<file path="src/rtl/core/psa_pkg.sv">
`default_nettype none

package psa_pkg;

  // Field widths
  localparam int ChanW   = 8;
  localparam int FactorW = 7;
  localparam int SumW    = 10;
  localparam int DiffW   = ChanW + 1;
  localparam int ProdW   = 16;
  localparam int MagW    = 15;
  localparam int QuotW   = MagW;
  localparam int ValW    = 17;

  // Saturation scale and the divisor that follows from it
  localparam int SatScale  = 100;
  localparam int SatDivRaw = SatScale / 2;
  localparam int SatDiv    = (SatDivRaw < 1) ? 1 : SatDivRaw;
  localparam int DivW      = 8;
  localparam logic [DivW-1:0] SatDivC = DivW'(SatDiv);

  // Reciprocal of the divisor, exact to within one after a single correction
  localparam int RecipShift = 24;
  localparam int RecipW     = RecipShift + 1;
  localparam logic [RecipW-1:0] RecipMultC = RecipW'((1 << RecipShift) / SatDiv);

  // Divide by three for the grey level: floor(x * 683 / 2048) for x up to 765
  localparam int GreyShift = 11;
  localparam int GreyMultW = 10;
  localparam logic [GreyMultW-1:0] GreyMultC = GreyMultW'(683);

  localparam logic [FactorW-1:0] FactorResetC = FactorW'(50);
  localparam logic [ChanW-1:0]   ChanMaxC     = {ChanW{1'b1}};

  typedef struct packed {
    logic [ChanW-1:0] blue;
    logic [ChanW-1:0] green;
    logic [ChanW-1:0] red;
  } psa_rgb_t;

  typedef struct packed {
    psa_rgb_t         rgb;
    logic [ChanW-1:0] grey;
  } psa_grey_t;

  typedef struct packed {
    logic [2:0][ProdW-1:0] prod;
    logic [ChanW-1:0]      grey;
  } psa_prod_t;

endpackage

`default_nettype wire

</file>
<file path="src/rtl/core/psa_grey_stage.sv">
`default_nettype none

module psa_grey_stage (
  input  wire                  clk_i,
  input  wire                  rst_ni,
  input  wire                  in_valid_i,
  output logic                 in_ready_o,
  input  wire psa_pkg::psa_rgb_t in_data_i,
  output logic                 out_valid_o,
  input  wire                  out_ready_i,
  output psa_pkg::psa_grey_t   out_data_o
);
  import psa_pkg::*;

  logic                        valid_q;
  psa_grey_t                   data_d, data_q;
  logic [SumW-1:0]             sum;
  logic [SumW+GreyMultW-1:0]   grey_wide;

  // Mean of the three channels, truncated
  always_comb begin
    sum        = SumW'(in_data_i.red) + SumW'(in_data_i.green) + SumW'(in_data_i.blue);
    grey_wide  = (SumW+GreyMultW)'(sum) * (SumW+GreyMultW)'(GreyMultC);
    data_d.rgb = in_data_i;
    data_d.grey = grey_wide[GreyShift +: ChanW];
  end

  // Advance when the stage is empty or its output drains
  assign in_ready_o = !valid_q || out_ready_i;

  always_ff @(posedge clk_i or negedge rst_ni) begin
    if (!rst_ni) begin
      valid_q <= 1'b0;
    end else if (in_ready_o) begin
      valid_q <= in_valid_i;
    end
  end

  always_ff @(posedge clk_i) begin
    if (in_ready_o && in_valid_i) begin
      data_q <= data_d;
    end
  end

  assign out_valid_o = valid_q;
  assign out_data_o  = data_q;

endmodule

`default_nettype wire

</file>
<file path="src/rtl/core/psa_gain_stage.sv">
`default_nettype none

module psa_gain_stage (
  input  wire                            clk_i,
  input  wire                            rst_ni,
  input  wire  [psa_pkg::FactorW-1:0]    factor_i,
  input  wire                            in_valid_i,
  output logic                           in_ready_o,
  input  wire psa_pkg::psa_grey_t        in_data_i,
  output logic                           out_valid_o,
  input  wire                            out_ready_i,
  output psa_pkg::psa_prod_t             out_data_o
);
  import psa_pkg::*;

  logic                          valid_q;
  psa_prod_t                     data_d, data_q;
  logic [2:0][ChanW-1:0]         chan;
  logic signed [DiffW-1:0]       diff [3];
  logic signed [ProdW:0]         prod_full [3];

  assign chan = {in_data_i.rgb.blue, in_data_i.rgb.green, in_data_i.rgb.red};

  // Scale each channel's distance from grey by the gain
  always_comb begin
    data_d.grey = in_data_i.grey;
    for (int i = 0; i < 3; i++) begin
      diff[i]      = $signed({1'b0, chan[i]}) - $signed({1'b0, in_data_i.grey});
      prod_full[i] = diff[i] * $signed({1'b0, factor_i});
      data_d.prod[i] = prod_full[i][ProdW-1:0];
    end
  end

  assign in_ready_o = !valid_q || out_ready_i;

  always_ff @(posedge clk_i or negedge rst_ni) begin
    if (!rst_ni) begin
      valid_q <= 1'b0;
    end else if (in_ready_o) begin
      valid_q <= in_valid_i;
    end
  end

  always_ff @(posedge clk_i) begin
    if (in_ready_o && in_valid_i) begin
      data_q <= data_d;
    end
  end

  assign out_valid_o = valid_q;
  assign out_data_o  = data_q;

endmodule

`default_nettype wire

</file>
<file path="src/rtl/core/psa_div_stage.sv">
`default_nettype none

module psa_div_stage (
  input  wire                  clk_i,
  input  wire                  rst_ni,
  input  wire                  in_valid_i,
  output logic                 in_ready_o,
  input  wire psa_pkg::psa_prod_t in_data_i,
  output logic                 out_valid_o,
  input  wire                  out_ready_i,
  output psa_pkg::psa_rgb_t    out_data_o
);
  import psa_pkg::*;

  // Stage A: magnitude and reciprocal estimate
  logic                          valid_a_q;
  logic [2:0]                    neg_d, neg_q;
  logic [2:0][MagW-1:0]          mag_d, mag_q;
  logic [2:0][QuotW-1:0]         est_d, est_q;
  logic [ChanW-1:0]              grey_a_q;
  logic [MagW+RecipW-1:0]        est_wide [3];
  logic                          ready_a;

  // Stage B: correction, sign, offset and clamp
  logic                          valid_b_q;
  psa_rgb_t                      res_d, res_q;
  logic [MagW+DivW-1:0]          back [3];
  logic [MagW-1:0]               rem [3];
  logic [QuotW-1:0]              quot [3];
  logic signed [ValW-1:0]        val [3];
  logic [2:0][ChanW-1:0]         chan_out;
  logic                          ready_b;

  always_comb begin
    for (int i = 0; i < 3; i++) begin
      neg_d[i]    = in_data_i.prod[i][ProdW-1];
      mag_d[i]    = neg_d[i] ? MagW'(-in_data_i.prod[i]) : MagW'(in_data_i.prod[i]);
      est_wide[i] = (MagW+RecipW)'(mag_d[i]) * (MagW+RecipW)'(RecipMultC);
      est_d[i]    = est_wide[i][RecipShift +: QuotW];
    end
  end

  assign ready_b    = !valid_b_q || out_ready_i;
  assign ready_a    = !valid_a_q || ready_b;
  assign in_ready_o = ready_a;

  always_ff @(posedge clk_i or negedge rst_ni) begin
    if (!rst_ni) begin
      valid_a_q <= 1'b0;
    end else if (ready_a) begin
      valid_a_q <= in_valid_i;
    end
  end

  always_ff @(posedge clk_i) begin
    if (ready_a && in_valid_i) begin
      neg_q    <= neg_d;
      mag_q    <= mag_d;
      est_q    <= est_d;
      grey_a_q <= in_data_i.grey;
    end
  end

  // Fix the estimate by one, apply the sign and clamp to the channel range
  always_comb begin
    for (int i = 0; i < 3; i++) begin
      back[i] = (MagW+DivW)'(est_q[i]) * (MagW+DivW)'(SatDivC);
      rem[i]  = mag_q[i] - back[i][MagW-1:0];
      quot[i] = (rem[i] >= MagW'(SatDivC)) ? est_q[i] + QuotW'(1) : est_q[i];
      val[i]  = neg_q[i] ? $signed(ValW'(grey_a_q)) - $signed(ValW'(quot[i]))
                         : $signed(ValW'(grey_a_q)) + $signed(ValW'(quot[i]));
      if (val[i][ValW-1]) begin
        chan_out[i] = '0;
      end else if (val[i] > $signed(ValW'(ChanMaxC))) begin
        chan_out[i] = ChanMaxC;
      end else begin
        chan_out[i] = val[i][ChanW-1:0];
      end
    end
    res_d.red   = chan_out[0];
    res_d.green = chan_out[1];
    res_d.blue  = chan_out[2];
  end

  always_ff @(posedge clk_i or negedge rst_ni) begin
    if (!rst_ni) begin
      valid_b_q <= 1'b0;
    end else if (ready_b) begin
      valid_b_q <= valid_a_q;
    end
  end

  always_ff @(posedge clk_i) begin
    if (ready_b && valid_a_q) begin
      res_q <= res_d;
    end
  end

  assign out_valid_o = valid_b_q;
  assign out_data_o  = res_q;

  // The reciprocal estimate never overshoots the true quotient
  a_est_le_mag: assert property (@(posedge clk_i) disable iff (!rst_ni)
    valid_a_q |-> (back[0][MagW-1:0] <= mag_q[0]) && (back[1][MagW-1:0] <= mag_q[1])
                  && (back[2][MagW-1:0] <= mag_q[2]))
    else $error("reciprocal estimate above quotient");

  // One correction step is enough
  a_rem_bound: assert property (@(posedge clk_i) disable iff (!rst_ni)
    valid_a_q |-> (rem[0] < MagW'(2 * SatDiv)) && (rem[1] < MagW'(2 * SatDiv))
                  && (rem[2] < MagW'(2 * SatDiv)))
    else $error("remainder needs more than one correction");

  // A stalled result stays put
  a_hold_stall: assert property (@(posedge clk_i) disable iff (!rst_ni)
    valid_b_q && !out_ready_i |=> valid_b_q && $stable(res_q))
    else $error("result changed under stall");

  // Stage A does not advance into a full, stalled stage B
  a_no_overrun: assert property (@(posedge clk_i) disable iff (!rst_ni)
    valid_a_q && valid_b_q && !out_ready_i |=> valid_a_q && $stable(est_q))
    else $error("stage A lost an item under stall");

endmodule

`default_nettype wire

</file>
<file path="src/rtl/core/palette_saturation_adjust.sv">
// Saturation adjustment of 8-bit RGB palette entries.
//
// Input stream s_axis_*: one entry per transfer, tdata = {blue, green, red}.
// Output stream m_axis_*: one adjusted entry per input, same packing, in order.
// Grey is the truncated mean of the channels; each channel becomes
// grey + (c - grey) * factor / 50, truncated toward zero and clamped to 0..255.
//
// Configuration: cfg_we_i writes cfg_wdata_i into the 7-bit gain at the clock
// edge; write it only while the pipeline is empty. Reset sets the gain to 50
// (colors pass unchanged) and empties the pipeline.
//
// Each entry passes through registered stages in order: grey mean, gain
// multiply, reciprocal multiply, then correction and clamp. Throughput is
// one entry per cycle while m_axis_tready stays high. When the receiver
// holds m_axis_tready low, the output register holds its entry and earlier
// stages keep filling their bubbles; s_axis_tready drops only once every
// stage holds an entry.
`default_nettype none

module palette_saturation_adjust (
  input  wire                          clk_i,
  input  wire                          rst_ni,
  input  wire                          cfg_we_i,
  input  wire  [psa_pkg::FactorW-1:0]  cfg_wdata_i,
  input  wire                          s_axis_tvalid,
  output logic                         s_axis_tready,
  input  wire  [23:0]                  s_axis_tdata,  // blue_in, green_in, red_in
  output logic                         m_axis_tvalid,
  input  wire                          m_axis_tready,
  output logic [23:0]                  m_axis_tdata   // blue_out, green_out, red_out
);
  import psa_pkg::*;

  logic [FactorW-1:0] factor_q;
  psa_rgb_t           rgb_in, rgb_out;
  psa_grey_t          grey_data;
  psa_prod_t          prod_data;
  logic               grey_valid, grey_ready;
  logic               prod_valid, prod_ready;

  // Hold the gain register
  always_ff @(posedge clk_i or negedge rst_ni) begin
    if (!rst_ni) begin
      factor_q <= FactorResetC;
    end else if (cfg_we_i) begin
      factor_q <= cfg_wdata_i;
    end
  end

  assign rgb_in = s_axis_tdata;

  psa_grey_stage u_grey (
    .clk_i       (clk_i),
    .rst_ni      (rst_ni),
    .in_valid_i  (s_axis_tvalid),
    .in_ready_o  (s_axis_tready),
    .in_data_i   (rgb_in),
    .out_valid_o (grey_valid),
    .out_ready_i (grey_ready),
    .out_data_o  (grey_data)
  );

  psa_gain_stage u_gain (
    .clk_i       (clk_i),
    .rst_ni      (rst_ni),
    .factor_i    (factor_q),
    .in_valid_i  (grey_valid),
    .in_ready_o  (grey_ready),
    .in_data_i   (grey_data),
    .out_valid_o (prod_valid),
    .out_ready_i (prod_ready),
    .out_data_o  (prod_data)
  );

  psa_div_stage u_div (
    .clk_i       (clk_i),
    .rst_ni      (rst_ni),
    .in_valid_i  (prod_valid),
    .in_ready_o  (prod_ready),
    .in_data_i   (prod_data),
    .out_valid_o (m_axis_tvalid),
    .out_ready_i (m_axis_tready),
    .out_data_o  (rgb_out)
  );

  assign m_axis_tdata = rgb_out;

endmodule

`default_nettype wire

</file>
<file path="config.mk">
export PLATFORM = sky130hd
export DESIGN_NAME = palette_saturation_adjust
export DESIGN_NICKNAME = d
export VERILOG_FILES = /design/src/rtl/core/psa_pkg.sv /design/src/rtl/core/psa_grey_stage.sv /design/src/rtl/core/psa_gain_stage.sv /design/src/rtl/core/psa_div_stage.sv /design/src/rtl/core/palette_saturation_adjust.sv
export SDC_FILE = /design/constraint.sdc
export NUM_CORES = 2
export LEC_CHECK = 0
export BUFFER_PORTS_ARGS = -buffer_cell sky130_fd_sc_hd__buf_2
export CORE_ASPECT_RATIO = 0.7
export CORE_MARGIN = 4
export CORE_UTILIZATION = 55
export DETAILED_ROUTE_END_ITERATION = 7
export HOLD_SLACK_MARGIN = 0.1
export PLACE_DENSITY = 0.71
export SLEW_MARGIN = 40
export SYNTH_ARGS = -nofsm -noshare
export SYNTH_HDL_FRONTEND = slang
export SYNTH_SLANG_ARGS = --single-unit
export TNS_END_PERCENT = 5
</file>
<file path="constraint.sdc">
create_clock -name clk_i -period 8.15 [get_ports clk_i]
set_input_delay 0.815 -clock clk_i [delete_from_list [all_inputs] [get_ports clk_i]]
set_output_delay 0.815 -clock clk_i [all_outputs]
set_load 0.02 [all_outputs]
</file>
# After elaboration in Yosys (flattened, before gate mapping)

Index checks and enable logic that the tools add are counted.

Output and inout bits: 26
Register bits after elaboration: 209
Logic and storage cells: 84

Reductions and logical operators: 12
Multiply operators: 10
$add $sub $neg: 20
Multiplexer cells: 12
$lt $le $gt $ge: 6

Operators with widths:

| operator                                                                              | number |
|---|---|
| 15-bit by 16-bit multiplier with 31-bit output (second input constant)                | 3 |
| 15-bit 2-to-1 mux                                                                     | 6 |
| 17-bit by 9-bit > comparator with 1-bit output (second input constant)                | 3 |
| 17-bit 2-to-1 mux                                                                     | 3 |
| 8-bit by 15-bit adder with 16-bit output                                              | 3 |
| 9-bit by 8-bit multiplier with 16-bit output                                          | 3 |
| 8-bit by 15-bit subtractor with 16-bit output                                         | 3 |
| 15-bit by 6-bit greater-or-equal comparator with 1-bit output (second input constant) | 3 |
| 15-bit negator                                                                        | 3 |
| 15-bit subtractor                                                                     | 3 |
| 10-bit by 5-bit multiplier with 14-bit output (second input constant)                 | 3 |
| 10-bit by 1-bit adder with 11-bit output (second input constant)                      | 3 |
| 8-bit by 8-bit subtractor with 9-bit output                                           | 3 |
| 8-bit 2-to-1 mux                                                                      | 3 |
| 10-bit by 10-bit multiplier with 19-bit output (second input constant)                | 1 |
| 10-bit by 8-bit adder with 10-bit output                                              | 1 |
| 8-bit by 8-bit adder with 9-bit output                                                | 1 |
| 1-bit logical AND                                                                     | 4 |
| 1-bit logical NOT                                                                     | 4 |
| 1-bit logical OR                                                                      | 4 |

# Longest topological paths before layout

Word-level depth: 8
Mapped depth: 35

# By module

From an unflattened synthesis, not the netlist that was laid out.

Cell total of the unflattened synthesis: 3884
Area total of the unflattened synthesis: 38339.3 um^2

Modules (own cells, without submodules):

| module                    | area an instance (um^2) | cells an instance | times used |
|---|---|---|---|
| psa_div_stage             | 24046.8                 | 2436              | 1 |
| psa_gain_stage            | 10806.6                 | 1177              | 1 |
| psa_grey_stage            | 3190.6                  | 256               | 1 |
| palette_saturation_adjust | 295.3                   | 15                | 1 |

# Worst setup path before layout

Ideal clock, no wire load.

Path kind: reg2reg
Start: register u_gain.data_q (netlist bit u_gain.out_data_o[27])
End: register u_div.est_q[24] in the netlist's numbering (data pin)
Required time: 7890 ps
Arrival: 6945 ps
Path slack: 945 ps
Setup time: 260 ps
Stages on the path, launching flop included: 26
Clock period less this slack: 7205 ps
Cells stage by stage: edfxtp_1 > or4_1 > nor4_1 > nand2_1 > o41a_1 > xor2_1 > inv_1 > fa_1 > fa_1 > inv_1 > fa_1 > fa_1 > fa_1 > fa_1 > ha_1 > a21o_1 > a21o_1 > a21oi_1 > and2_1 > o2111ai_1 > a31o_2 > o211a_1 > o21ai_0 > nand2b_1 > a21oi_1 > xnor2_1

RTL lines:

| what                   | RTL line             | source |
|---|---|---|
| start, declared        | psa_gain_stage.sv:17 | `psa_prod_t data_d, data_q;` |
| start signal, assigned | psa_gain_stage.sv:46 | `data_q <= data_d;` |
| end signal, assigned   | psa_div_stage.sv:59  | `est_q <= est_d;` |
| end, declared          | psa_div_stage.sv:19  | `logic [2:0][QuotW-1:0] est_d, est_q;` |

==> reports/results.tsv <==
metric	value	unit
status	finished, final reports clean	
final_design_area_no_fill	0.03918	sq mm
yosysSeqAreaShare	16.80	%
max-clock-path-buffers	3	
worstPathArrival	8.11	ns
netlist-cell-type-count	80	
ioPinCount	62	
dp_hpwl	66.50	mm
grt_pass1_wl	129.3	mm
drive_gt1_share	5.840	%
critical_path_class	reg -> reg	
yosys.area.top_type_share	26.18	%
worstSkewPairLatency	0.56	ns
first_global_vias	24580	
wirelength	77.50	mm
yosys_warnings	0	
maxCapViolCount	0	
clock_skew	0.01828	ns
cts-htree-levels	1	
slew-limit-headroom	41.60	%
postSynthRegisterBits	206	
initialDrtViolationCount	1550	
share_of_async_settable_or_async_resettable_flops_after_synthesis	5.340	%
fp.coreArea	0.06529	sq mm
floorplan.rows	78	
cts_sink_count	206	
synth_compound_gate_area_share	9.009	%
syn2layout_area_growth	7.299	%
period_needed	7.811	ns
place_worst_setup_slack	0.1381	ns
synth_top_family_by_area	adder cells	
cts_inserted_buffers	25	
register_area	0.006135	sq mm
antennaDiodeCount	0	
antenna_found_initial	2	
maximum_number_of_pins_on_one_net_before_global_route_repair	77	
global_route.usage.total	22.65	%
final_max_slew_viol_count	0	
synth.largest_area_cell	ha_1	
fp.dieH	223.6	microns
finalHoldViolCount	0	
tritoncts_clock_tree	done	
fill_cells	5471	
design.die.area	0.07064	sq mm
placed_cell_area	0.03819	sq mm
tightestPinTransition	0.8697	ns
dominantRegCellSynth	edfxtp_1	
path_max_fanout	4	
synth_mux_area_share	0.8053	%
most_common_cell_in_the_netlist	inv_1	
ys_top_cells_by_area	ha_1 (26%), fa_1 (24%), edfxtp_1 (16%), inv_1 (8.0%), xnor2_1 (4.1%)	
critPathLaunchType	flop	
io_buffer_count	61	
ctsRootBufferMaster	clkbuf_16	
overall_overflow_remaining_after_global_route	0	
data_required_time_at_the_worst_endpoint	8.45	ns
initial_standard_cell_utilization_of_the_core	55.92	%
reg2regPathDepth	26	
layout.nets	4958	
place.gp.congestion	0.9062	
share_of_the_synthesized_netlist_area_taken_by_xor_and_xnor_gates	5.942	%
drt_drc_violations_left	0	
detail-route-antenna-nets	0	
total_of_endpoints_with_negative_setup_slack_in_the_final_report	0	
yosys.area_share.adder	50.47	%
endpoint_kind	flop	
post-route-worst-setup-slack	0.3394	ns
synth.avg_cell_area	10.13	sq um
clk_pin_slew_worst_paths	0.06	ns
firstDrtPassIters	5	
syn-cell-area	0.03651	sq mm
multi_input_area	0.02744	sq mm
synth_simple_gate_area_share	8.670	%
period_share	95.84	%
ys_top_cells_by_count	inv_1 (776), ha_1 (764), fa_1 (443)	
hp-class	in -> async	
syn_nets	4847	
dieWidth	316.0	microns
synth-edff-count	195	
drt-wirelength-per-cell	16.80	microns
max_clock_freq	128.0	MHz
viasPerCell	5.303	
vias	24470	
syn_inst	3604	
stage by stage:
| stage | hold WS [ns] | util (%) | TNS [ns] | cells |
|---|---|---|---|---|
| final | 0.1893 | 60.00 | 0 | 4613 |
| after global routing | 0.1898 | 60.00 | -0.001686 | 4613 |
| after CTS | 0.1673 | 59.83 | 0 | 4607 |
| after detailed placement | 0.4045 | 58.50 | 0 | 4562 |
| after global placement | 0.4049 | 58.46 | 0 | 4562 |
| after floorplan | 0.4003 | - | 0 | 3604 |
critical path: stages, from the launching register on:
cell	delay (ns)
edfxtp_1	0.42
or4_1	0.62
nor4_1	0.28
nand2_1	0.17
o31a_1	0.27
xor2_1	0.24
inv_1	0.19
fa_1	0.57
inv_1	0.09
fa_1	0.50
fa_1	0.55
inv_1	0.05
fa_1	0.51
fa_1	0.52
ha_1	0.32
ha_1	0.31
a21o_1	0.19
a21oi_1	0.13
o22ai_1	0.09
nor2_1	0.16
o2111ai_1	0.24
a31o_2	0.30
o211a_1	0.23
o21ai_0	0.18
nand2b_1	0.11
a21oi_1	0.19
xnor2_1	0.11
what timing repair did:
| item | CTS | global route |
|---|---|---|
| endpoints found under the setup margin | 0 | 28 |
| setup buffers | 0 | 5 |
| hold endpoints to repair | 0 | 0 |
| hold buffers | 0 | 0 |
| gates resized for setup | 0 | 14 |
placed cells by master, fill, tap and decap left out, types with 6 or more instances in the layout:
cell | synthesis | routed
mux2_2 | 11 | 11
a22oi_1 | 10 | 10
a211oi_1 | 11 | 11
and3_1 | 14 | 14
xor2_1 | 72 | 71
clkbuf_16 | 0 | 26
buf_4 | 0 | 52
edfxtp_1 | 195 | 195
inv_1 | 776 | 776
o21ai_1 | 5 | 6
or3_1 | 15 | 14
nand2_1 | 152 | 151
nand4_1 | 10 | 10
buf_2 | 1 | 61
a21oi_1 | 153 | 152
fa_1 | 443 | 443
a21o_1 | 66 | 66
o2111ai_1 | 9 | 9
a31oi_1 | 13 | 13
nand2b_1 | 29 | 29
nand3_1 | 28 | 28
mux2i_1 | 17 | 17
xnor2_1 | 173 | 170
o21bai_1 | 41 | 41
nand3b_1 | 9 | 9
and2_1 | 110 | 107
o31ai_1 | 13 | 13
nor2b_1 | 50 | 49
ha_1 | 764 | 764
a21boi_0 | 9 | 9
nor3_1 | 29 | 29
dfrtp_1 | 8 | 8
and4_1 | 7 | 7
or2_2 | 14 | 14
o21ai_0 | 74 | 73
nor2_1 | 118 | 118
o21a_1 | 38 | 38
area by class of cell:
| type | count | share of cell area [%] |
|---|---|---|
| clock buffers | 31 | 1.760 |
| clock inverters | 14 | 0.4567 |
| inverters | 776 | 7.435 |
| multi-input cells | 2591 | 70.05 |
| flip-flops and latches | 206 | 15.66 |
| well taps | 880 | 2.811 |
| repair buffers | 115 | 1.833 |
worst paths after layout:
check / endpoint / slack (ns) / startpoint
max: u_div.est_q[24] / 0.34 / u_gain.out_data_o[29]
min: u_gain.out_valid_o / 0.19 / rst_ni
max in group asynchronous: factor_q[4] / 7.64 / rst_ni
min in group clk_i: u_div.grey_a_q[4] / 0.41 / u_gain.out_data_o[4]
max reg2reg: u_div.est_q[24] / 0.34 / u_gain.out_data_o[29]
min reg2reg: u_div.grey_a_q[4] / 0.41 / u_gain.out_data_o[4]
routing by layer:
| metal | part of all wire [%] | global-route usage, % |
|---|---|---|
| met2 | 39 | 31.38 |
| met3 | 8.3 | 5.355 |
| met5 | 0 | 0 |
| met4 | 0.83 | 2.278 |
| met1 | 52 | 36.78 |
state kept, by name (all words and copies together), names as in the netlist:
| register | count |
|---|---|
| factor_q | 7 |
| u_div.est_q | 30 |
| u_div.grey_a_q | 8 |
| u_div.mag_q | 42 |
| u_div.neg_q | 3 |
| u_div.out_data_o | 24 |
| u_div.out_valid_o | 1 |
| u_div.valid_a_q | 1 |
| u_gain.out_data_o | 56 |
| u_gain.out_valid_o | 1 |
| u_grey.out_data_o | 32 |
| u_grey.out_valid_o | 1 |
kinds of logic after synthesis:
group                    Yosys count
adder cells (fa/ha/maj)         1207
buffers and inverters            807
AND/OR/NAND/NOR                  610
AO/OA/AOI/OAI                    500
XOR/XNOR                         246
flip-flops                       206
multiplexers                      28
Power is not shown: default switching activity piles up to over one toggle a cycle in this logic, so the estimate is an artifact.
